File: src/design/assert_macros.svh
// assertion helpers used by text_console_writer
`ifndef ASSERT_MACROS_SVH
`define ASSERT_MACROS_SVH

// same-cycle implication, checked only out of reset
`define ASSERT_IMPLIES(label, clk, rst_n, ante, cons, msg) \
    label: assert property (@(posedge clk) disable iff (!(rst_n)) (ante) |-> (cons)) \
        else $error(msg);

// next-cycle implication, checked only out of reset
`define ASSERT_NEXT(label, clk, rst_n, ante, cons, msg) \
    label: assert property (@(posedge clk) disable iff (!(rst_n)) (ante) |=> (cons)) \
        else $error(msg);

`endif

File: src/design/tcw_pkg.sv
package tcw_pkg;

    // port field widths
    localparam int COMMAND_W = 2;
    localparam int CHAR_W    = 8;
    localparam int INDEX_W   = 11;
    localparam int LOC_W     = 11;
    localparam int CELL_W    = 16;
    localparam int ATTR_W    = 8;

    // character codes
    localparam logic [CHAR_W-1:0] CHAR_BS    = 8'h08;
    localparam logic [CHAR_W-1:0] CHAR_TAB   = 8'h09;
    localparam logic [CHAR_W-1:0] CHAR_LF    = 8'h0A;
    localparam logic [CHAR_W-1:0] CHAR_CR    = 8'h0D;
    localparam logic [CHAR_W-1:0] CHAR_SPACE = 8'h20;
    localparam logic [CHAR_W-1:0] CHAR_LAST  = 8'h7F;

    localparam int TAB_STOP = 8;

    // attribute after reset and the blank cell that reset leaves everywhere
    localparam logic [ATTR_W-1:0] RESET_ATTR  = 8'h0F;
    localparam logic [CELL_W-1:0] RESET_BLANK = {RESET_ATTR, CHAR_SPACE};

    typedef enum logic [COMMAND_W-1:0] {
        CMD_PUT   = 2'd0,
        CMD_ERASE = 2'd1,
        CMD_CLEAR = 2'd2,
        CMD_READ  = 2'd3
    } tcw_cmd_t;

    // decoded operation kinds
    typedef enum logic [3:0] {
        K_PRINT,
        K_BACK,
        K_TAB,
        K_RET,
        K_LINE,
        K_NOP,
        K_ERASE,
        K_CLEAR,
        K_READ
    } tcw_kind_t;

    // one decoded request as it sits in the queue
    typedef struct packed {
        tcw_kind_t           kind;
        logic [CHAR_W-1:0]   code;
        logic [INDEX_W-1:0]  index;
        logic                hit;
    } tcw_op_t;

endpackage

File: src/design/tcw_front.sv
module tcw_front import tcw_pkg::*; #(
    parameter int COLUMNS = 80,
    parameter int ROWS    = 25
) (
    input  logic               s_valid,
    output logic               s_ready,
    input  logic [COMMAND_W-1:0] s_command,
    input  logic [CHAR_W-1:0]  s_char_code,
    input  logic [INDEX_W-1:0] s_cell_index,
    input  logic               back_ready,
    input  logic               queue_full,
    output logic               push,
    output tcw_op_t            push_op
);

    localparam int CELLS = COLUMNS * ROWS;

    tcw_cmd_t  cmd;
    tcw_kind_t kind;

    assign cmd = tcw_cmd_t'(s_command);

    // classify the request
    always_comb begin
        kind = K_NOP;
        unique case (cmd)
            CMD_PUT: begin
                if (s_char_code == CHAR_BS) begin
                    kind = K_BACK;
                end else if (s_char_code == CHAR_TAB) begin
                    kind = K_TAB;
                end else if (s_char_code == CHAR_CR) begin
                    kind = K_RET;
                end else if (s_char_code == CHAR_LF) begin
                    kind = K_LINE;
                end else if (s_char_code >= CHAR_SPACE && s_char_code <= CHAR_LAST) begin
                    kind = K_PRINT;
                end else begin
                    kind = K_NOP;
                end
            end
            CMD_ERASE: kind = K_ERASE;
            CMD_CLEAR: kind = K_CLEAR;
            CMD_READ:  kind = K_READ;
            default:   kind = K_NOP;
        endcase
    end

    // queue entry
    always_comb begin
        push_op.kind  = kind;
        push_op.code  = s_char_code;
        push_op.index = s_cell_index;
        push_op.hit   = (32'(s_cell_index) < 32'(CELLS));
    end

    // take requests only once the framebuffer is initialized and there is room
    assign s_ready = back_ready && !queue_full;
    assign push    = s_valid && s_ready;

endmodule

File: config.mk
export PLATFORM = sky130hd
export DESIGN_NAME = tcw_front
export DESIGN_NICKNAME = d
export VERILOG_FILES = /design/src/design/assert_macros.svh /design/src/design/tcw_pkg.sv /design/src/design/tcw_front.sv
export SDC_FILE = /design/constraint.sdc
export NUM_CORES = 1
export LEC_CHECK = 0
export ABC_AREA = 1
export BUFFER_PORTS_ARGS = -buffer_cell sky130_fd_sc_hd__buf_2
export CORE_AREA = 10 10 47 49
export DETAILED_ROUTE_END_ITERATION = 7
export DIE_AREA = 0 0 57 59
export PLACE_DENSITY = 0.76
export RECOVER_POWER = 50
export SYNTH_ARGS = -nofsm -noshare
export SYNTH_HDL_FRONTEND = slang
export SYNTH_SLANG_ARGS = --single-unit
File: constraint.sdc
create_clock -name vclk -period 0.8
set_input_delay 0.04 -clock vclk [all_inputs]
set_output_delay 0.04 -clock vclk [all_outputs]
set_load 0.005 [all_outputs]
---- Word level (Yosys, flattened, before mapping) ----
Cells that the tools add are included.
storage, ports and cells
  bits in latches ......................... 0
  memories ................................ 0
  bits in registers ....................... 0
  memory bits (read-only) ................. 0
  RAM bits ................................ 0
operators by class
  muxes and demuxes ....................... 6
  shifts and indexed selects .............. 0
  $mul .................................... 0
  bitwise logic cells ..................... 0
  reduce and logical (&&, ||, !) cells .... 5
  divide/modulo/power cells ............... 0
  $lt $le $gt $ge ......................... 3
  eq/ne operators ......................... 7
  add/subtract/negate cells ............... 0
operators by type and width
  operator                number
  $eq A8 B4 Y1 const B    4
  $pmux W4 S4             1
  $mux W3                 5
  $lt A11 B11 Y1 const B  1
  $ge A8 B6 Y1 const B    1
  $le A8 B7 Y1 const B    1
  $eq A2 B2 Y1 const B    2
  $logic_and A1 B1 Y1     3
  $eq A2 B1 Y1 const B    1
  $logic_not A2 Y1        1
  $logic_not A1 Y1        1

---- Longest topological paths before layout ----
  depth in word-level cells ............... 8
  depth in mapped cells ................... 8
  depth with buffers taken out ............ 8

---- Least setup slack after synthesis ----
OpenSTA, ideal clock, no wires.
  path type ............................... input port to output port
  start ................................... input s_command[0]
  end ..................................... output push_op[22] (netlist name)
  data arrival time ....................... 0.539 ns
  path slack .............................. 0.221 ns
  stages .................................. 6
  path buffers ............................ 0
  required time ........................... 0.760 ns
  path through ............................ inv_1 -> ha_1 -> inv_1 -> a21oi_2 -> nand2_1 -> nand2_1
RTL lines
  what             line             text
  start, declared  tcw_front.sv:7   input logic [COMMAND_W-1:0] s_command,
  end, declared    tcw_front.sv:13  output tcw_op_t push_op

==> impl_metrics.ini <==
[layout]
antenna_cells = 0
clkbuf_count = 0
drive_above_1_share_pct = 75.0
n_sequential_cell = 0
fillers = 154
final_cells = 112
nets = 125
seqCellArea_sq_um = 0
area_growth_pct = 53.8

[global_route]
grt_max_degree = 5
grt_overflow_total = 0
grt_usage_pct = 6.43
antenna_found_initial = 0
grt_pass1_vias = 413
grt_pass1_wl_microns = 1920

[floorplan]
core_area_sq_um = 1400
die_area_sq_um = 3360
ios = 50
initial_core_util_pct = 28.0
die_y_microns = 59
die_width_microns = 57
rows = 14

[sta]
finalCritPeriodShare_pct = 98.1
slew-limit-headroom_pct = 90.3
fin_crit_ns = 0.785
tightestPinTransition_ns = 0.144
final_max_slew_viol_count = 0
rsz0062_at_grt = yes
finalSetupTns_ns = 0
max_freq_ghz = 1.27
finalSetupViolCount = 0
hold_viol_final = 0

[synthesis]
avgSynthCellArea_sq_um = 5.53
yosysUniqueCellTypes = 15
synth_top_cells_by_count = buf_4, nand2_1, inv_1
synth-warning-count = 0
synth_top_area_share_pct = 36.3
synth_fp_nets = 98
synthCells = 71
synth.most_common_cell = buf_4
ys_seq_area_share_pct = 0
synthTopCellsByArea = buf_4, nand2_1, ha_1
synth_top_cell_by_area = buf_4
synth_area_sq_um = 393

[route]
drt-vias-per-instance = 4.15
wl_per_cell_microns = 11.8
first_pass_iters = 2
post-route-drc-count = 0
routed_wl_microns = 1320
vias = 465
final_antenna_net_count = 0
first_iter_violations = 3

[worst_setup_path]
criticalPathCategory = input port to primary output
start_kind = input port
cp_data_required_time_ns = 0.76
cp-startpoint = s_char_code[2]
arrival_ns = 0.74
critPathMaxFanout = 3
cp-end-kind = primary output
critPathCapture = push_op[22]

[cts]
cts_hold_buffers = 0

[job]
cap_violations = 0

[hold_path]
hold_depth = 0
hold_path_class = input port to primary output

[power]
p_int_uw = 144
p_clk_share_pct = 0
ir_drop_uv = 141
p_sw_share_pct = 49.1
power.share.combinational_pct = 100.0
power_frac_seq_pct = 0
power.switching_uw = 139
powerDensity_nw_per_um2 = 469
leakage_nw = 0.357

[placed_design]
placedCellCount = 111
port_buffers = 42
finalWeightedCongestion = 0.674
dp_hpwl_microns = 1150

[status]
status = finished clean
[area by class of cell]
cell class / count / area, sq um / share of cell area, %
well taps: 16 / 20.0 / 3.31
inverters: 13 / 53.8 / 8.90
multi-input cells: 39 / 273 / 45.1
repair buffers: 44 / 258 / 42.7
[cells in the final DEF (no fill, tap or decap), drive strengths merged]
cell type and n:
o21ai 1, ha 3, o2111ai 1, clkbuf 2, nand4 1, nand2 19
nand3 1, nor2 10, inv 13, nor3b 1, buf 42, and3 1
a21oi 1
[metrics by stage]
step | setup slack [ns] | instance area [sq um] | hold WS, ns | power, mW | utilization [%]
final | 0.0154 | 604 | 0.0800 | 0.283 | 43.1
after global routing | -0.0372 | 604 | 0.0800 | 0.314 | 43.1
after CTS | 0.00209 | 509 | 0.0801 | 0.232 | 36.3
after detailed placement | -0.0463 | 488 | 0.0801 | 0.218 | 34.8
after global placement | -0.0322 | 488 | 0.0801 | 0.214 | 34.8
after floorplan | 0.221 | 393 | 0.111 | 0.148 | -
[logic make-up after synthesis]
| logic type | share of synthesized area (%) |
|---|---|
| simple gates | 36.0 |
| buf+inv | 48.7 |
| fa+ha+maj | 9.56 |
| compound gates | 5.73 |
[layer usage]
layer  vias up  part of all wire [%]  global-route usage [%]  routed length (microns)
li1        247                     -                       -                        -
met1       204                    29                    5.79                      383
met2        12                    63                    14.0                      835
met3         2                   7.0                    1.93                       92
met4         0                  0.30                   0.336                        4
met5         -                     0                       0                        0
[worst max-delay path: stages]
cell	delay [ns]
buf_2	0.12
inv_2	0.06
nand2_4	0.06
inv_2	0.07
nand2_2	0.06
nor2_2	0.11
nor2_2	0.04
nand2_1	0.04
nand2_1	0.04
buf_2	0.12
[timing repair]
action / in CTS / in global routing
setup buffers: 0 / 1
resized for setup: 7 / 34
hold endpoints to repair: 0 / 0
pin swaps: 4 / 13
gates cloned: 0 / 0
endpoints found under the setup margin: 3 / 3
[worst min path at each step]
stage | from | endpoint | slack, ns
6_report | s_cell_index[1] | push_op[2] | 0.08
5_1_grt | s_cell_index[1] | push_op[2] | 0.08
4_1_cts | s_cell_index[1] | push_op[2] | 0.08
3_5_place_dp | s_cell_index[1] | push_op[2] | 0.08
3_3_place_gp | s_cell_index[1] | push_op[2] | 0.08
2_1_floorplan | queue_full | s_ready | 0.11
[power groups by stage]
stage               sequential, mW  combinational [mW]  clock (mW)
CTS                              0               0.232           0
detailed placement               0               0.218           0
global placement                 0               0.214           0
floorplan                        0               0.148           0
global route                     0               0.314           0
finish                           0               0.283           0
Note: power is estimated with default switching activity, not from simulation.
