**src/design/assert_macros.svh**
```systemverilog
// assertion helpers used by text_console_writer
`ifndef ASSERT_MACROS_SVH
`define ASSERT_MACROS_SVH

// same-cycle implication, checked only out of reset
`define ASSERT_IMPLIES(label, clk, rst_n, ante, cons, msg) \
    label: assert property (@(posedge clk) disable iff (!(rst_n)) (ante) |-> (cons)) \
        else $error(msg);

// next-cycle implication, checked only out of reset
`define ASSERT_NEXT(label, clk, rst_n, ante, cons, msg) \
    label: assert property (@(posedge clk) disable iff (!(rst_n)) (ante) |=> (cons)) \
        else $error(msg);

`endif

```
**src/design/tcw_pkg.sv**
```systemverilog
package tcw_pkg;

    // port field widths
    localparam int COMMAND_W = 2;
    localparam int CHAR_W    = 8;
    localparam int INDEX_W   = 11;
    localparam int LOC_W     = 11;
    localparam int CELL_W    = 16;
    localparam int ATTR_W    = 8;

    // character codes
    localparam logic [CHAR_W-1:0] CHAR_BS    = 8'h08;
    localparam logic [CHAR_W-1:0] CHAR_TAB   = 8'h09;
    localparam logic [CHAR_W-1:0] CHAR_LF    = 8'h0A;
    localparam logic [CHAR_W-1:0] CHAR_CR    = 8'h0D;
    localparam logic [CHAR_W-1:0] CHAR_SPACE = 8'h20;
    localparam logic [CHAR_W-1:0] CHAR_LAST  = 8'h7F;

    localparam int TAB_STOP = 8;

    // attribute after reset and the blank cell that reset leaves everywhere
    localparam logic [ATTR_W-1:0] RESET_ATTR  = 8'h0F;
    localparam logic [CELL_W-1:0] RESET_BLANK = {RESET_ATTR, CHAR_SPACE};

    typedef enum logic [COMMAND_W-1:0] {
        CMD_PUT   = 2'd0,
        CMD_ERASE = 2'd1,
        CMD_CLEAR = 2'd2,
        CMD_READ  = 2'd3
    } tcw_cmd_t;

    // decoded operation kinds
    typedef enum logic [3:0] {
        K_PRINT,
        K_BACK,
        K_TAB,
        K_RET,
        K_LINE,
        K_NOP,
        K_ERASE,
        K_CLEAR,
        K_READ
    } tcw_kind_t;

    // one decoded request as it sits in the queue
    typedef struct packed {
        tcw_kind_t           kind;
        logic [CHAR_W-1:0]   code;
        logic [INDEX_W-1:0]  index;
        logic                hit;
    } tcw_op_t;

endpackage

```
**src/design/tcw_queue.sv**
```systemverilog
module tcw_queue import tcw_pkg::*; (
    input  logic    aclk,
    input  logic    aresetn,
    input  logic    push,
    input  tcw_op_t push_op,
    output logic    full,
    input  logic    pop,
    output logic    op_valid,
    output tcw_op_t op
);

    // two-entry queue between decode and execute
    tcw_op_t    slot_reg [2];
    logic       wr_ptr_reg, wr_ptr_next;
    logic       rd_ptr_reg, rd_ptr_next;
    logic [1:0] count_reg, count_next;

    assign full     = (count_reg == 2'd2);
    assign op_valid = (count_reg != 2'd0);
    assign op       = slot_reg[rd_ptr_reg];

    // pointer and fill count
    always_comb begin
        wr_ptr_next = push ? ~wr_ptr_reg : wr_ptr_reg;
        rd_ptr_next = pop ? ~rd_ptr_reg : rd_ptr_reg;
        count_next  = count_reg;
        if (push && !pop) begin
            count_next = count_reg + 2'd1;
        end else if (pop && !push) begin
            count_next = count_reg - 2'd1;
        end
    end

    always_ff @(posedge aclk) begin
        if (!aresetn) begin
            wr_ptr_reg <= 1'b0;
            rd_ptr_reg <= 1'b0;
            count_reg  <= 2'd0;
        end else begin
            wr_ptr_reg <= wr_ptr_next;
            rd_ptr_reg <= rd_ptr_next;
            count_reg  <= count_next;
        end
    end

    // entry storage
    always_ff @(posedge aclk) begin
        if (push) begin
            slot_reg[wr_ptr_reg] <= push_op;
        end
    end

endmodule

```
**config.mk**
```make
export PLATFORM = sky130hd
export DESIGN_NAME = tcw_queue
export DESIGN_NICKNAME = d
export VERILOG_FILES = /design/src/design/assert_macros.svh /design/src/design/tcw_pkg.sv /design/src/design/tcw_queue.sv
export SDC_FILE = /design/constraint.sdc
export NUM_CORES = 1
export LEC_CHECK = 0
export ABC_CLOCK_PERIOD_IN_PS = 4300
export BUFFER_PORTS_ARGS = -buffer_cell sky130_fd_sc_hd__buf_4
export CORE_MARGIN = 2
export CORE_UTILIZATION = 57
export CTS_BUF_LIST = sky130_fd_sc_hd__clkbuf_4
export CTS_CLUSTER_DIAMETER = 120
export CTS_CLUSTER_SIZE = 30
export DETAILED_ROUTE_END_ITERATION = 12
export PLACE_DENSITY = 0.88
export SYNTH_ARGS = -nofsm -noshare
export SYNTH_HDL_FRONTEND = slang
export SYNTH_SLANG_ARGS = --single-unit
```
**constraint.sdc**
```tcl
create_clock -name aclk -period 4.3 [get_ports aclk]
set_input_delay 0.215 -clock aclk [delete_from_list [all_inputs] [get_ports aclk]]
set_output_delay 0.215 -clock aclk [all_outputs]
set_load 0.01 [all_outputs]
```
-- After elaboration in Yosys (flattened, before gate mapping)
Memory sizes are Yosys's and may differ from the RTL's. A register that Yosys moved wholly into a read port is not among the register bits.
Index checks and enable logic that the tools add are counted.
- bits in registers: 4
- bits in writable memories: 48
- input bits: 28
- output and inout bits: 26
- logic and storage cells: 21
- memories: 1
- add/subtract/negate cells: 2
- equality and inequality tests: 1
- muxes and demuxes: 6
- bitwise gates (word level): 2
- reductions and logical operators: 6
- memories (name ; words ; width ; read ports ; clocked after Yosys merged registers in ; wr ports ; RTL line ; RTL):
    slot_reg ; 2 ; 24 ; 1 ; 1 ; 1 ; tcw_queue.sv:13 ; tcw_op_t slot_reg [2];
- operators by type and width (cell ; number):
    $mux W1 ; 4
    $mux W2 ; 2
    $reduce_bool A2 Y1 ; 2
    $add A2 B1 Y2 const B ; 1
    $eq A2 B2 Y1 const B ; 1
    $logic_and A1 B1 Y1 ; 2
    $logic_not A1 Y1 ; 2
    $not A1 Y1 ; 2
    $sub A2 B1 Y2 const B ; 1

-- Depth between registers and ports, before layout
- depth in word-level cells: 4
- mapped depth: 5
- mapped depth without buffers: 5

-- Least setup slack after synthesis
OpenSTA, ideal clock, no wires.
- path type: register -> register
- start point: reg wr_ptr_reg
- end point: mem slot_reg[0][0] in the netlist's numbering, enable pin
- library setup time: 0.409 ns
- arrival: 1.427 ns
- data required time: 3.891 ns
- slack: 2.464 ns
- stages on the path, launching flop included: 2
- buffers on the path: 0
- period minus slack after synthesis: 1.836 ns
- cell sequence: dfxtp_1 nor2b_1
- RTL lines (what ; RTL line ; RTL):
    from (decl) ; tcw_queue.sv:14 ; logic wr_ptr_reg, wr_ptr_next;
    from (signal assigned) ; tcw_queue.sv:40 ; wr_ptr_reg <= wr_ptr_next;
    to (decl) ; tcw_queue.sv:13 ;
No word-level cell before the write port.

==> reports/qor.yml <==
dieArea_sq_um: 3910
largest_register_ffs: 48
postCtsHoldBufs: 8
grt.overflow.total: 0
first_global_vias: 1134
final_cell_area_sq_um: 2590
min_period_over_period: 0.513
synth_async_sr_flop_share: 0
grt_util_all_layers: 0.190
worst_hold_path_type: "in -> reg"
cts_num_sinks: 53
synth-seq-cells: 53
avgSynthCellArea_sq_um: 20.1
cts-root-buf: "clkbuf_4"
ys.flop_type: "edfxtp_1"
synth-seq-area-share: 0.789
vdd_drop_max_v: 0.000281
outcome: "finished, final reports clean"
synthToLayoutAreaGrowth_pct: 32.7
cts.path.max_buffers: 2
rr_worst_depth: 1
grt_max_degree: 26
period_needed_ns: 2.21
crit_path_start_kind: "flip-flop"
yosys.area.top_type: "edfxtp_1"
cp-end-kind: "primary output"
synthCells: 97
drt-initial-drc-count: 43
io_pins: 54
routed_wl_mm: 3.52
die_h_um: 62.5
tightest_slew_ns: 1.24
core_sq_um: 3310
vias: 1073
final_max_slew_viol_count: 0
clkTransAtPathRegs_ns: 0.14
rows: 21
total_leakage_power_nw: 0.980
grt_setup_unrepaired: "false"
crit_slowest_cell: "dfxtp_1"
grt_pass1_wl_mm: 5.45
critPathMaxStageDelay_ns: 1.03
firstDrtPassIters: 3
post-route-util: 0.783
r2r_slack_ns: 2.62
worstPathArrival_ns: 1.99
synth_common_cells: "48 x edfxtp_1, 24 x mux2_2, 5 x dfxtp_1"
post_cts.resized_instances: 0
portBuffers: 53
synth.most_common_cell: "edfxtp_1"
timing.hold.ws_ns: 0.0242
num-nets-final: 197
diodes: 0
die_w_um: 62.5
synth_area_leaders: "edfxtp_1 74%, mux2_2 14%, dfxtp_1 5.1%, and2_1 1.3%, xor2_1 0.90%"
h-tree-depth: 2
crit_fanout: 24
numCtsBuffers: 5
power_density_nw_per_um2: 375
hold_end: "slot_reg[0][1]"
syn-num-nets: 126
fin_tns_setup_ns: 0
reg2reg_to: "slot_reg[0][17]"
critPathKind: "reg -> out"
ant_nets: 0
crit_chain: "mux2_2, buf_4"
grt_antenna_before_repair: 0
cp.required_ns: 4.09
finalHoldViolations: 0
yosys.area.top_type_share: 0.738
wire_per_inst_um: 16.4
fin_skew_ns: 0.0102
min_path_cells: 1
start_util: 0.590
synth_warnings: 0
gp_congestion: 0.680
yosysUniqueCellTypes: 17
worstReg2RegStart: "wr_ptr_reg"
synth.cell_area_sq_um: 1950
setup_viol: 0
clkLatencyLatePin_ns: 0.37
drive_above_1_share: 0.521
post_cts_buffers: 0
max_slew_margin: 0.167
timing.fmax_mhz: 453
dp_hpwl_mm: 2.29
cts_tree: "yes"
vias_per_cell: 4.99
finalPower_mw: 0.972
worstHoldStart: "push_op[1]"
place_area_sq_um: 2390
maxCapViolCount: 0
synth_edf_count: 48
drc: 0
metrics by stage:
| stage | std cells | setup slack (ns) |
|---|---|---|
| 2_1_floorplan | 97 | 2.46 |
| 3_3_place_gp | 193 | 2.48 |
| 3_5_place_dp | 193 | 2.50 |
| 4_1_cts | 209 | 2.07 |
| 5_1_grt | 215 | 1.94 |
| 6_report | 215 | 2.09 |
worst max path at each step:
stage | from | end | slack [ns] | depth (start not counted)
finish | flip-flop | op[18] | 2.09 | 2
floorplan | wr_ptr_reg | slot_reg[0][0] | 2.46 | 1
detailed placement | flip-flop | op[12] | 2.50 | 2
global placement | flip-flop | op[12] | 2.48 | 2
CTS | flip-flop | op[12] | 2.07 | 2
global route | flip-flop | op[18] | 1.94 | 2
cell families after synthesis:
group / after synthesis / share of synthesized area
AOI/OAI and AO/OA: 3 / 0.0103
xor gates and xnor gates: 3 / 0.0135
adders and majority gates: 1 / 0.00641
buffers and inverters: 4 / 0.0122
DFF: 53 / 0.789
muxes: 24 / 0.138
and+or+nand+nor: 9 / 0.0301
per-layer routing:
metal  track usage  vias to the layer above  share of wire
met5             0                        -              0
met4        0.0750                        0          0.019
met1         0.220                      519           0.40
li1              -                      508              -
met3        0.0685                        9          0.058
met2         0.324                       37           0.53
where the power goes:
group          leakage [nW]  internal, mW  switching (mW)
combinational         0.464        0.0886          0.0580
clock                0.0234        0.0633           0.151
sequential            0.492         0.593          0.0172
cell type report:
cell class | instances | area [sq um]
clock buffers | 5 | 37.5
clock inverters | 3 | 22.5
fillers | 206 | 719
inverters | 1 | 3.75
multi-input cells | 40 | 390
flip-flops and latches | 53 | 1540
well taps | 46 | 57.6
repair buffers | 67 | 538
layout by cell type, fill, tap and decap left out, drive strengths merged, types with 2 or more instances in the layout:
cell type	n
and2	4
dlygate4sd3	14
dfxtp	5
edfxtp	48
xor2	2
buf	53
clkinvlp	3
mux2	24
clkbuf	5
nor2b	2
worst max-delay path: cells and delay by family, from the launching register on:
| kind | cells | cell delay (ns) |
|---|---|---|
| mux | 1 | 0.44 |
| flops | 1 | 1.03 |
| buf+inv | 1 | 0.15 |
No activity file was read; power rests on OpenSTA's default activity.
